**config.mk**
```make
export PLATFORM = sky130hd
export DESIGN_NAME = smp_ctrl
export DESIGN_NICKNAME = d
export VERILOG_FILES = /design/src/rtl/smp_pkg.sv /design/src/rtl/smp_ctrl.sv
export SDC_FILE = /design/constraint.sdc
export NUM_CORES = 1
export LEC_CHECK = 0
export BUFFER_PORTS_ARGS = -buffer_cell sky130_fd_sc_hd__buf_2
export CAP_MARGIN = 25
export CORE_UTILIZATION = 48
export DETAILED_ROUTE_END_ITERATION = 8
export PLACE_DENSITY = 0.81
export SLEW_MARGIN = 20
export SYNTH_ARGS = -nofsm -noshare
export SYNTH_HDL_FRONTEND = slang
export SYNTH_SLANG_ARGS = --single-unit
```
**constraint.sdc**
```tcl
create_clock -name clk -period 2 [get_ports clk]
set_input_delay 0.1 -clock clk [delete_from_list [all_inputs] [get_ports clk]]
set_output_delay 0.1 -clock clk [all_outputs]
set_load 0.005 [all_outputs]
```
**src/rtl/smp_pkg.sv**
```systemverilog
// ---------------------------------------------------------------------------
// smp_pkg: shared types and constants for the skinning matrix palette
// Command and status structures between controller and datapath, operand
// codes for the shared multiplier and the saturation helper.
// ---------------------------------------------------------------------------
package smp_pkg;

	localparam int VAL_W         = 32;
	localparam int JNT_W         = 6;
	localparam int ROW_W         = 2;
	localparam int CNT_W         = 7;
	localparam int ACC_W         = 66;
	localparam int IDX_W         = 4;
	localparam int ENTRIES       = 12;
	localparam int DEF_MAX_JOINTS = 64;
	localparam int DEF_FRAC_BITS  = 16;

	localparam logic OPC_BIND = 1'b0;
	localparam logic OPC_POSE = 1'b1;

	// operand codes for the multiplier inputs
	typedef enum logic [3:0] {
		OP_S, OP_W, OP_X, OP_Y, OP_Z, OP_PM, OP_WLD, OP_LOC, OP_BM, OP_ONE
	} opnd_t;

	// destination of a finished sum of products
	typedef enum logic [1:0] {
		K_ROT, K_LOC, K_WLD, K_SKN
	} kind_t;

	typedef struct packed {
		logic             issue;
		logic             first;
		logic             last;
		opnd_t            a_sel;
		logic [IDX_W-1:0] a_idx;
		opnd_t            b_sel;
		logic [IDX_W-1:0] b_idx;
		logic             neg;
		kind_t            kind;
		logic             diag;
		logic [IDX_W-1:0] dest;
	} mac_cmd_t;

	typedef struct packed {
		mac_cmd_t         mac;
		logic             bind_we;
		logic             cap;
		logic             rd_en;
		logic [ROW_W-1:0] rd_row;
		logic             rd_par;
		logic             ld_en;
		logic [ROW_W-1:0] ld_row;
		logic             copy;
		logic             wwr;
		logic [ROW_W-1:0] wwr_row;
		logic             out_ld;
		logic [ROW_W-1:0] out_row;
		logic             err;
	} dp_cmd_t;

	typedef struct packed {
		logic out_full;
	} dp_sts_t;

	// clamp a wide signed sum to 32 bits
	function automatic logic signed [VAL_W-1:0] sat32(input logic signed [ACC_W-1:0] v);
		if (&v[ACC_W-1:VAL_W-1] || ~|v[ACC_W-1:VAL_W-1])
			return v[VAL_W-1:0];
		else if (v[ACC_W-1])
			return {1'b1, {(VAL_W-1){1'b0}}};
		else
			return {1'b0, {(VAL_W-1){1'b1}}};
	endfunction

endpackage

```
**src/rtl/smp_ctrl.sv**
```systemverilog
// ---------------------------------------------------------------------------
// smp_ctrl: sequencer of the skinning matrix palette
// Accepts words, keeps the joint count and steps the datapath through
// matrix reads, rotation build, local scaling, world and skin products.
// ---------------------------------------------------------------------------
module smp_ctrl #(
	parameter int MAX_JOINTS = smp_pkg::DEF_MAX_JOINTS
) (
	input  logic                       clk,
	input  logic                       arst_n,
	input  logic                       in_valid,
	output logic                       in_stall,
	input  logic                       opcode,
	input  logic [smp_pkg::JNT_W-1:0]  joint_number,
	input  logic [smp_pkg::JNT_W-1:0]  parent_number,
	input  logic [smp_pkg::ROW_W-1:0]  row_number,
	input  logic                       cfg_write,
	input  logic [smp_pkg::CNT_W-1:0]  cfg_data,
	input  logic                       out_stall,
	input  smp_pkg::dp_sts_t           sts,
	output smp_pkg::dp_cmd_t           cmd
);
	import smp_pkg::*;

	localparam logic [1:0] ROW_LAST = 2'd2;
	localparam logic [1:0] COL_LAST = 2'd3;
	localparam logic [1:0] PRD_LAST = 2'd2;

	typedef enum logic [3:0] {
		S_IDLE, S_LOAD, S_ROT, S_LOC, S_WLD, S_COPY, S_WWR, S_SKN, S_DRAIN, S_OUT
	} state_t;

	typedef struct packed {
		opnd_t a;
		opnd_t b;
		logic  neg;
	} rot_term_t;

	state_t           state_q, nxt_q;
	logic [1:0]       i_q, j_q, t_q;
	logic             err_q, usep_q;
	logic [CNT_W-1:0] jc_q;

	logic             accept, pose_ok, bind_ok, par_err, mac_last;
	logic [8:0]       j9;
	rot_term_t        rt;

	// pair products of the quaternion rotation entries
	function automatic rot_term_t rot_term(input logic [1:0] i, input logic [1:0] j,
		input logic t);
		rot_term_t r;
		r = '{a: OP_X, b: OP_X, neg: 1'b0};
		unique case ({i, j, t})
			5'b00_00_0: r = '{a: OP_Y, b: OP_Y, neg: 1'b0};
			5'b00_00_1: r = '{a: OP_Z, b: OP_Z, neg: 1'b0};
			5'b00_01_0: r = '{a: OP_X, b: OP_Y, neg: 1'b0};
			5'b00_01_1: r = '{a: OP_W, b: OP_Z, neg: 1'b1};
			5'b00_10_0: r = '{a: OP_X, b: OP_Z, neg: 1'b0};
			5'b00_10_1: r = '{a: OP_W, b: OP_Y, neg: 1'b0};
			5'b01_00_0: r = '{a: OP_X, b: OP_Y, neg: 1'b0};
			5'b01_00_1: r = '{a: OP_W, b: OP_Z, neg: 1'b0};
			5'b01_01_0: r = '{a: OP_X, b: OP_X, neg: 1'b0};
			5'b01_01_1: r = '{a: OP_Z, b: OP_Z, neg: 1'b0};
			5'b01_10_0: r = '{a: OP_Y, b: OP_Z, neg: 1'b0};
			5'b01_10_1: r = '{a: OP_W, b: OP_X, neg: 1'b1};
			5'b10_00_0: r = '{a: OP_X, b: OP_Z, neg: 1'b0};
			5'b10_00_1: r = '{a: OP_W, b: OP_Y, neg: 1'b1};
			5'b10_01_0: r = '{a: OP_Y, b: OP_Z, neg: 1'b0};
			5'b10_01_1: r = '{a: OP_W, b: OP_X, neg: 1'b0};
			5'b10_10_0: r = '{a: OP_X, b: OP_X, neg: 1'b0};
			5'b10_10_1: r = '{a: OP_Y, b: OP_Y, neg: 1'b0};
			default:    r = '{a: OP_X, b: OP_X, neg: 1'b0};
		endcase
		return r;
	endfunction

	// decode the offered word
	assign in_stall = (state_q != S_IDLE);
	assign accept   = in_valid && (state_q == S_IDLE);
	assign j9       = 9'(joint_number);
	assign pose_ok  = (j9 < 9'(jc_q)) && (j9 < 9'(MAX_JOINTS));
	assign bind_ok  = (row_number <= ROW_LAST) && (j9 < 9'(MAX_JOINTS));
	assign par_err  = (joint_number != '0) && (parent_number >= joint_number);
	assign mac_last = (j_q == COL_LAST) ? (t_q == COL_LAST) : (t_q == PRD_LAST);
	assign rt       = rot_term(i_q, j_q, t_q[0]);

	// sequence state, counters and joint count
	always_ff @(posedge clk or negedge arst_n) begin
		if (!arst_n) begin
			state_q <= S_IDLE;
			nxt_q   <= S_IDLE;
			i_q     <= '0;
			j_q     <= '0;
			t_q     <= '0;
			err_q   <= 1'b0;
			usep_q  <= 1'b0;
			jc_q    <= CNT_W'(1);
		end else begin
			if (cfg_write) begin
				jc_q <= cfg_data;
			end
			unique case (state_q)
				S_IDLE: begin
					if (accept && opcode == OPC_POSE && pose_ok) begin
						err_q   <= par_err;
						usep_q  <= (joint_number != '0) && !par_err;
						i_q     <= '0;
						j_q     <= '0;
						t_q     <= '0;
						state_q <= S_LOAD;
					end
				end
				S_LOAD: begin
					if (t_q == 2'd3) begin
						t_q     <= '0;
						state_q <= S_ROT;
					end else begin
						t_q <= t_q + 2'd1;
					end
				end
				S_ROT: begin
					if (t_q[0]) begin
						t_q <= '0;
						if (j_q == ROW_LAST) begin
							j_q <= '0;
							if (i_q == ROW_LAST) begin
								i_q     <= '0;
								nxt_q   <= S_LOC;
								state_q <= S_DRAIN;
							end else begin
								i_q <= i_q + 2'd1;
							end
						end else begin
							j_q <= j_q + 2'd1;
						end
					end else begin
						t_q <= 2'd1;
					end
				end
				S_LOC: begin
					if (j_q == ROW_LAST) begin
						j_q <= '0;
						if (i_q == ROW_LAST) begin
							i_q     <= '0;
							nxt_q   <= usep_q ? S_WLD : S_COPY;
							state_q <= S_DRAIN;
						end else begin
							i_q <= i_q + 2'd1;
						end
					end else begin
						j_q <= j_q + 2'd1;
					end
				end
				S_WLD, S_SKN: begin
					if (mac_last) begin
						t_q <= '0;
						if (j_q == COL_LAST) begin
							j_q <= '0;
							if (i_q == ROW_LAST) begin
								i_q     <= '0;
								nxt_q   <= (state_q == S_WLD) ? S_WWR : S_OUT;
								state_q <= S_DRAIN;
							end else begin
								i_q <= i_q + 2'd1;
							end
						end else begin
							j_q <= j_q + 2'd1;
						end
					end else begin
						t_q <= t_q + 2'd1;
					end
				end
				S_COPY: begin
					state_q <= S_WWR;
				end
				S_WWR: begin
					if (i_q == ROW_LAST) begin
						i_q     <= '0;
						state_q <= S_SKN;
					end else begin
						i_q <= i_q + 2'd1;
					end
				end
				S_DRAIN: begin
					if (t_q[0]) begin
						t_q     <= '0;
						state_q <= nxt_q;
					end else begin
						t_q <= 2'd1;
					end
				end
				S_OUT: begin
					if (!sts.out_full || !out_stall) begin
						if (i_q == ROW_LAST) begin
							i_q     <= '0;
							state_q <= S_IDLE;
						end else begin
							i_q <= i_q + 2'd1;
						end
					end
				end
				default: state_q <= S_IDLE;
			endcase
		end
	end

	// drive datapath commands from the current step
	always_comb begin
		cmd         = '0;
		cmd.bind_we = accept && opcode == OPC_BIND && bind_ok;
		cmd.cap     = accept && opcode == OPC_POSE && pose_ok;
		cmd.rd_par  = usep_q;
		cmd.err     = err_q;
		unique case (state_q)
			S_LOAD: begin
				cmd.rd_en  = (t_q != 2'd3);
				cmd.rd_row = t_q;
				cmd.ld_en  = (t_q != 2'd0);
				cmd.ld_row = t_q - 2'd1;
			end
			S_ROT: begin
				cmd.mac.issue = 1'b1;
				cmd.mac.first = !t_q[0];
				cmd.mac.last  = t_q[0];
				cmd.mac.a_sel = rt.a;
				cmd.mac.b_sel = rt.b;
				cmd.mac.neg   = rt.neg;
				cmd.mac.kind  = K_ROT;
				cmd.mac.diag  = (i_q == j_q);
				cmd.mac.dest  = {i_q, j_q};
			end
			S_LOC: begin
				cmd.mac.issue = 1'b1;
				cmd.mac.first = 1'b1;
				cmd.mac.last  = 1'b1;
				cmd.mac.a_sel = OP_S;
				cmd.mac.b_sel = OP_LOC;
				cmd.mac.b_idx = {i_q, j_q};
				cmd.mac.kind  = K_LOC;
				cmd.mac.dest  = {i_q, j_q};
			end
			S_WLD, S_SKN: begin
				cmd.mac.issue = 1'b1;
				cmd.mac.first = (t_q == 2'd0);
				cmd.mac.last  = mac_last;
				cmd.mac.a_sel = (state_q == S_WLD) ? OP_PM : OP_WLD;
				cmd.mac.a_idx = {i_q, t_q};
				cmd.mac.b_sel = (t_q == COL_LAST) ? OP_ONE :
					((state_q == S_WLD) ? OP_LOC : OP_BM);
				cmd.mac.b_idx = {t_q, j_q};
				cmd.mac.kind  = (state_q == S_WLD) ? K_WLD : K_SKN;
				cmd.mac.dest  = {i_q, j_q};
			end
			S_COPY: cmd.copy = 1'b1;
			S_WWR: begin
				cmd.wwr     = 1'b1;
				cmd.wwr_row = i_q;
			end
			S_OUT: begin
				cmd.out_ld  = !sts.out_full || !out_stall;
				cmd.out_row = i_q;
			end
			default: ;
		endcase
	end

`ifndef SYNTH
	a_last_row_idle: assert property (@(posedge clk) disable iff (!arst_n)
		cmd.out_ld && cmd.out_row == ROW_LAST |=> !in_stall)
		else $error("controller did not return to idle after the last row");
	a_entry_start: assert property (@(posedge clk) disable iff (!arst_n)
		cmd.mac.issue && cmd.mac.last |=> !cmd.mac.issue || cmd.mac.first)
		else $error("sum of products continued past its last term");
	a_bind_idle: assert property (@(posedge clk) disable iff (!arst_n)
		cmd.bind_we |-> !cmd.mac.issue && !cmd.wwr)
		else $error("bind row write during pose work");
`endif

endmodule

```
======== Yosys cells after proc, flatten, opt, wreduce, memory -nomap -nowiden ========
Memories as Yosys holds them, arrays and structs flattened.
Cells that the tools add are included.
W data, S select, Z words.
word-level totals
  register bits ........................... 23
  bits in read-only memories .............. 224
  bits of input ports ..................... 28
  output and inout bits ................... 45
  word-level logic and storage cells ...... 138
  memories ................................ 1
cells by class
  $add $sub $neg .......................... 4
  magnitude comparators ................... 4
  eq/ne operators ......................... 30
  mux-type cells .......................... 58
  bitwise gates (word level) .............. 1
  reduce and logical (&&, ||, !) cells .... 32
memory list
  name              depth  width  read ports  clocked after memory_dff  write ports  RTL line        text
  (name not given)  32     7      1           0                         0            smp_ctrl.sv:53  unique case ({i, j, t})
operators with widths
  cell                   number
  $mux W4                24
  $pmux W4 S9            1
  $ne A2 B2 Y1 const B   15
  $mux W2                14
  $pmux W4 S3            2
  $pmux W7 S3            1
  $reduce_and A9 Y1      2
  $eq A4 B3 Y1 const B   4
  $pmux W2 S4            2
  $mux W3                4
  $pmux W2 S6            1
  $reduce_bool A4 Y1     3
  $reduce_bool A6 Y1     2
  $eq A2 B2 Y1 const B   5
  $logic_and A1 B1 Y1    9
  $eq A4 B2 Y1 const B   2
  $eq A4 B4 Y1 const B   2
  $pmux W4 S2            1
  $lt A6 B7 Y1           1
  $lt A6 B7 Y1 const B   1
  $mux W1                7
  $add A2 B1 Y2 const B  3
  $ge A6 B6 Y1           1
  $reduce_and A6 Y1      1
  other kinds (16)       21

======== Depth between registers and ports, before layout ========
Gate-level depths: netlist of run 1.
  word-level depth ........................ 6
  mapped depth ............................ 8
  gate-level depth less buffers ........... 7

======== Least setup slack after synthesis of run 1 ========
OpenSTA, ideal clock, no wires.
  path type ............................... reg2reg
  from .................................... register t_q[0]
  to ...................................... register j_q[0]
  setup time .............................. 125 ps
  arrival ................................. 1859 ps
  data required time ...................... 1875 ps
  setup slack ............................. 16 ps
  stages on the path, launching flop included .. 9
  buffers on the path ..................... 1
  clock period less this slack ............ 1984 ps
  cell sequence ........................... dfrtp_1 > buf_2 > clkinv_1 > ha_1 > mux2i_1 > nand2_1 > o2111ai_1 > a21oi_1 > mux2_2
between the ends
  cells in the longest elaborated chain, start to end .. 4
  elaborated cells between the ends (all ways) .. 6
  classes of those cells .................. eq/ne: 4; mux: 1; reduce/logical: 1
ends and longest elaborated chain
  what                             RTL line         text
  from (decl)                      smp_ctrl.sv:40   logic [1:0] i_q, j_q, t_q;
  from (signal assigned)           smp_ctrl.sv:118  t_q <= t_q + 2'd1;
  from (signal assigned)           smp_ctrl.sv:170  t_q <= t_q + 2'd1;
  $eq A2 B2 Y1                     smp_ctrl.sv:84   assign mac_last = (j_q == COL_LAST) ? (t_q == COL_LAST) : (t_q == PRD_LAST);
  $mux W1                          smp_ctrl.sv:84
  $ne A2 B2 Y1 (no line)           --
  $reduce_and A4 Y1 (no line) (*)  --
  to (signal assigned)             smp_ctrl.sv:134  j_q <= j_q + 2'd1;
  to (signal assigned)             smp_ctrl.sv:151  j_q <= j_q + 2'd1;
  to (signal assigned)             smp_ctrl.sv:167  j_q <= j_q + 2'd1;
  to (decl)                        smp_ctrl.sv:40
Mark *: on every way between the ends. The rest lies on a longest branch, timed or not.
A chain may end at the register's enable or synchronous reset.

======== Worst setup path after layout of run 1 ========
  from .................................... register jc_q[4]
  to ...................................... register j_q[0]
between the ends
  cells in the longest elaborated chain, start to end .. 5
ends and longest elaborated chain
  what                         RTL line         text
  from (decl)                  smp_ctrl.sv:42   logic [CNT_W-1:0] jc_q;
  from (signal assigned)       smp_ctrl.sv:100  jc_q <= cfg_data;
  $lt A6 B7 Y1                 smp_ctrl.sv:81   assign pose_ok = (j9 < 9'(jc_q)) && (j9 < 9'(MAX_JOINTS));
  $logic_and A1 B1 Y1          smp_ctrl.sv:81
  $logic_and A1 B1 Y1          smp_ctrl.sv:104  if (accept && opcode == OPC_POSE && pose_ok) begin
  $ne A2 B2 Y1 (no line)       --
  $reduce_and A4 Y1 (no line)  --
No other way between the ends.

==> results by group, run 1 <==
GRT
  – Initial antenna violation count: 0
  – Remaining Overflow, GRT: 0
  – First-pass GRT wire length: 12200 um
  – Tot GR Track Use: 28.6%
  – Number of global-route vias before repair: 2676
  – Largest net degree at the start of global routing: 24

Floorplanning
  – Die area: 5550 um^2
  – # rows: 26
  – DIE WIDTH: 74.5 um
  – Core area: 5070 um^2
  – I/O Pins: 73
  – Chip height: 74.5 um
  – Initial Util: 49.7%

Final layout
  – Finished Layout Cells: 506
  – Fin util: 69.2%
  – Ant diodes: 0
  – Area Overhead vs Synth: 39.2%
  – Layout cells sized above 1: 41.7%
  – Nets: 488

CTS
  – Clock sink count: 23
  – Root Buffer: clkbuf_8
  – Num CTS Buffers: 3
  – CTS H-tree depth: 1
  – Clock transition at path regs: 0.09 ns
  – CTS Buffer Depth: 2
  – CTS tree: built
  – Clk_lat worst skew: 0.27 ns

Synthesis
  – Synth top area share: 21.8%
  – Mapped Area: 2520 um^2
  – Count leader, synth: nor2_1
  – Syn avg cell area: 7.66 um^2
  – Post-synth top area cell: dfrtp_1
  – Cell count after synthesis: 329
  – Post-synth ARST share: 100%
  – Top cells by area, synth: dfrtp_1, ha_1, nor2_1
  – Syn Nets: 380
  – YS warnings: 0
  – Post-synth EDFFs: 0
  – Unique masters post-synth: 61
  – Synthesized flop and latch total: 23
  – Dominant synthesized flop cell: dfrtp_1
  – Sequential area share after synthesis: 22.9%
  – Commonest cells in the synthesized netlist: nor2_1, nand2_1, ha_1, inv_1, o21ai_0

Pwr
  – Static leakage: 0.00176 uW
  – PD cells: 1020 nW/um^2
  – Total power: 3570 uW
  – Worst-case vdd ir drop: 0.501 mV

Place
  – HPWL Detailed: 5590 um
  – Routability cong.: 0.908
  – Port bufs: 71
  – Dpl cells: 479

Worst setup path
  – Reg2reg start: jc_q[4]
  – Crit start category: flop
  – WP data required: 2.15 ns
  – Crit Path Max Fanout: 3
  – Setup CP Type: reg2reg
  – Reg-to-Reg End: j_q[0]
  – Path depth of the worst reg2reg path: 7
  – Crit path DAT: 2.29 ns
  – Reg-to-reg slack, setup: -0.13 ns
  – Crit end category: flop

Min path
  – Cells on Worst Hold Path: 3
  – Worst hold path class: in2reg
  – Worst Hold End: jc_q[3]
  – Hold path start: cfg_data[3]

STA
  – Clock Skew: 0.00602 ns
  – Tcrit/Tclk final: 107%
  – Final setup violation count: 7
  – Setup TNS: -0.311 ns
  – Max Clock Freq: 469 MHz
  – Relative slew margins: 61.9%
  – Worst slew pin tran: 0.572 ns
  – RSZ-0062 raised after global routing: true
  – Fin. Hold Viols: 0
  – Final Max Tran Viols: 0
  – Final WS setup: -0.132 ns
  – Crit path time final: 2.13 ns
  – Min Hold Slack: 0.0305 ns

Run
  – Max cap viols: 0

Routing
  – DRT Pass-1 Iters: 6
  – Via/cell ratio: 5.90
  – DR WL/cell: 17.0 um
  – # DRC: 0
  – Final wirelength: 8610 um
  – Antenna Nets Post-Route: 0
  – First DRT Iteration DRCs: 269
  – Vias: 2985

Status
  – Violated checks: negative setup slack
  – Outcome: finished with violations
-- layout by cell type, fill, tap and decap left out, drive strengths merged, types with 9 or more instances in the layout --
master / netlist / layout
nand2b: 9 / 9
nand2: 28 / 28
inv: 25 / 26
nor2: 42 / 42
a21oi: 24 / 24
mux2: 10 / 10
buf: 16 / 124
dfrtp: 22 / 22
ha: 23 / 23
o21ai: 25 / 25
and2: 10 / 10
-- through the flow --
step	instance area [um^2]	setup slack (ns)
after floorplan	2520	0.0160
after global placement	3090	0.0334
after detailed placement	3090	-0.0246
after CTS	3210	-0.0395
after global routing	3510	-0.180
final	3510	-0.132
-- registers in the layout, indices dropped and copies added (netlist names) --
signal	cells
usep_q	1
j_q	2
state_q	4
jc_q	7
t_q	2
i_q	2
nxt_q	4
err_q	1
-- cell type report --
class / count / area, um^2
fill: 391 / 1570
multi-input combinational: 256 / 1900
sequential: 23 / 583
timing repair buffer: 127 / 797
inverter: 26 / 97.6
clock buffer: 3 / 41.3
clock inverter: 1 / 5.00
tap: 70 / 87.6
-- worst max-delay path by stage --
stage	start	to	slack (ns)	cells past startpoint
after detailed placement	jc_q[5]	j_q[1]	-0.02	7
final	jc_q[4]	j_q[0]	-0.13	7
after global routing	jc_q[4]	j_q[0]	-0.18	7
after floorplan	t_q[0]	j_q[0]	0.02	8
after global placement	jc_q[5]	usep_q	0.03	8
after CTS	j_q[0]	cmd[37]	-0.04	7
-- power by group --
group	internal, uW	total [uW]	switching, uW
sequential	575	687	112
clock	140	307	167
combinational	1190	2580	1390
total	1910	3570	1670
-- kinds of logic (layout without fill, tap and decap cells) --
kind of cell               Yosys count  count (layout)  share of synthesized area (%)
DFF                                 23              23                           22.9
AOI/OAI and AO/OA                   89              89                           23.4
other                                1               1                          0.149
buffers and inverters               50             157                           9.28
and+or+nand+nor                    125             125                           25.0
adders and majority gates           23              23                           11.4
muxes                               16              16                           7.15
xor gates and xnor gates             2               2                          0.695
-- repair_timing --
action | 4_1_cts | 5_1_grt
endpoints found under the setup margin | 10 | 31
setup buffers | 4 | 18
endpoints found under the hold margin | 22 | 0
resized for setup | 9 | 35
pin swaps | 5 | 11
hold buffers | 1 | 0
-- worst max-delay path: stages (launching register included) --
cell	delay [ns]
dfrtp_1	0.39
inv_2	0.08
ha_4	0.19
and3b_2	0.22
a221oi_2	0.28
o21ai_2	0.11
a21oi_1	0.34
mux2_2	0.40
-- metal layers --
layer / share of wire, % / vias up / track usage, % / routed length (um)
met5: 0 / - / 0 / 0
met4: 3.2 / 0 / 10.1 / 272
met3: 7.6 / 33 / 4.20 / 652
met2: 50 / 194 / 49.0 / 4290
met1: 39 / 1398 / 36.5 / 3390
li1: - / 1360 / - / -
Note: power is estimated with default switching activity, not from simulation.
==> run 2, diff against run 1 <==
- PLACE_DENSITY: 0.81 -> 0.77
==> results by group, run 2 (synthesis results as in run 1) <==
Worst setup path
  – Crit end category: flop
  – Crit start category: flop
  – Setup CP Type: reg2reg
  – WP data required: 2.16 ns
  – Crit Path Max Fanout: 3
  – Reg-to-reg slack, setup: -0.11 ns
  – Crit path DAT: 2.26 ns

Floorplanning
  – Initial Util: 49.7%
  – DIE WIDTH: 74.5 um
  – # rows: 26
  – Die area: 5550 um^2
  – Chip height: 74.5 um
  – I/O Pins: 73
  – Core area: 5070 um^2

Final layout
  – Post-route cell area: 3480 um^2
  – Ant diodes: 0
  – Top reg by flops: jc_q
  – Commonest non-fill, non-tap cell in the layout: buf_2
  – Most frequent cells in the layout: buf_2, buf_4, nor2_1
  – Layout cells sized above 1: 41.6%
  – Multi-input gate area: 1840 um^2
  – Nets: 489
  – FF/Latch Area: 587 um^2
  – Largest register FFs: 7
  – Fin util: 68.5%
  – Largest registers: jc_q: 7 flops, nxt_q: 4 flops, state_q: 4 flops
  – Fillers: 436
  – Area Overhead vs Synth: 37.9%

GRT
  – First-pass GRT wire length: 11900 um
  – Number of global-route vias before repair: 2607
  – Remaining Overflow, GRT: 0
  – Tot GR Track Use: 28.2%
  – Largest net degree at the start of global routing: 24
  – Initial antenna violation count: 0

Place
  – Port bufs: 71
  – Routability cong.: 0.950
  – Area of placed instances: 3100 um^2
  – HPWL Detailed: 5750 um

CTS
  – Root Buffer: clkbuf_8
  – Clk_lat worst skew: 0.27 ns
  – CTS H-tree depth: 1
  – CTS Buffer Depth: 2
  – CTS tree: built
  – Clock transition at path regs: 0.08 ns
  – Clock sink count: 23
  – Num CTS Buffers: 3

Routing
  – Vias: 2914
  – First DRT Iteration DRCs: 166
  – Antenna Nets Post-Route: 0
  – DRT Pass-1 Iters: 4
  – # DRC: 0
  – Final wirelength: 8190 um
  – Via/cell ratio: 5.75
  – DR WL/cell: 16.1 um

STA
  – Tcrit/Tclk final: 105%
  – Final Max Tran Viols: 0
  – Fin. Hold Viols: 0
  – Clock Skew: 0.00268 ns
  – RSZ-0062 raised after global routing: true
  – Setup TNS: -0.600 ns
  – Crit path time final: 2.11 ns
  – Worst slew pin tran: 0.555 ns
  – Final WS setup: -0.106 ns
  – Max Clock Freq: 475 MHz
  – Relative slew margins: 63.0%
  – Final setup violation count: 8

Pwr
  – Total power: 3490 uW
  – PD cells: 1000 nW/um^2
  – Static leakage: 0.00173 uW
  – Worst-case vdd ir drop: 0.561 mV

Min path
  – Worst hold path class: in2reg

Status
  – Violated checks: negative setup slack
  – Outcome: finished with violations

Run
  – Max cap viols: 0
==> run 2: report_power, final <==
| part | internal (uW) | switching (uW) | leakage, uW | total, uW |
|---|---|---|---|---|
| Combinational | 1180 | 1300 | 0.00143 | 2480 |
| Sequential | 579 | 131 | 0.000283 | 710 |
| Clock | 143 | 154 | 0.0000228 | 297 |
| Total | 1900 | 1590 | 0.00173 | 3490 |
==> run 2: worst max-delay path, stage by stage (launching register included) <==
cell      delay (ns)
dfrtp_1         0.38
inv_2           0.07
ha_4            0.20
a21o_1          0.18
a221oi_4        0.36
o21ai_4         0.13
buf_4           0.16
a21oi_4         0.15
mux2_2          0.35
==> run 2: path summary, 6_finish.rpt <==
path                              from       to  cells past startpoint
max                            jc_q[5]   i_q[0]                      8
min reg2reg                      err_q    err_q                      1
max in group asynchronous       arst_n   i_q[0]                      2
min                        cfg_data[2]  jc_q[2]                      3
min in group asynchronous       arst_n   t_q[0]                      2
max reg2reg                    jc_q[5]   i_q[0]                      8
==> run 2: cell type report <==
class                   instances  area share, %
multi-input cells             256           53.0
clock buffers                   4           1.30
well taps                      70           2.52
repair buffers                128           23.4
flip-flops and latches         23           16.9
inverters                      26           2.95
==> run 2: through the flow <==
step	hold WS [ns]	setup slack (ns)	cells
global route	0.0486	-0.186	507
detailed placement	0.121	-0.0475	482
floorplan	-0.196	0.0160	329
global placement	0.0996	0.0149	482
CTS	0.0338	-0.0213	492
finish	0.0332	-0.106	507
==> run 2: what timing repair did <==
action                     in CTS  in global routing
buffers inserted                5                 15
hold endpoints to repair       22                  0
hold buffers                    1                  0
gates resized for setup        11                 31
pin swaps                       5                 10
setup endpoints to repair      10                 18
==> run 2: routing by layer <==
layer,vias up,global-route usage [%],wire (um)
met5,-,0,0
met4,0,11.7,195
met3,20,4.34,529
met2,131,50.3,4080
met1,1393,33.7,3380
li1,1370,-,-
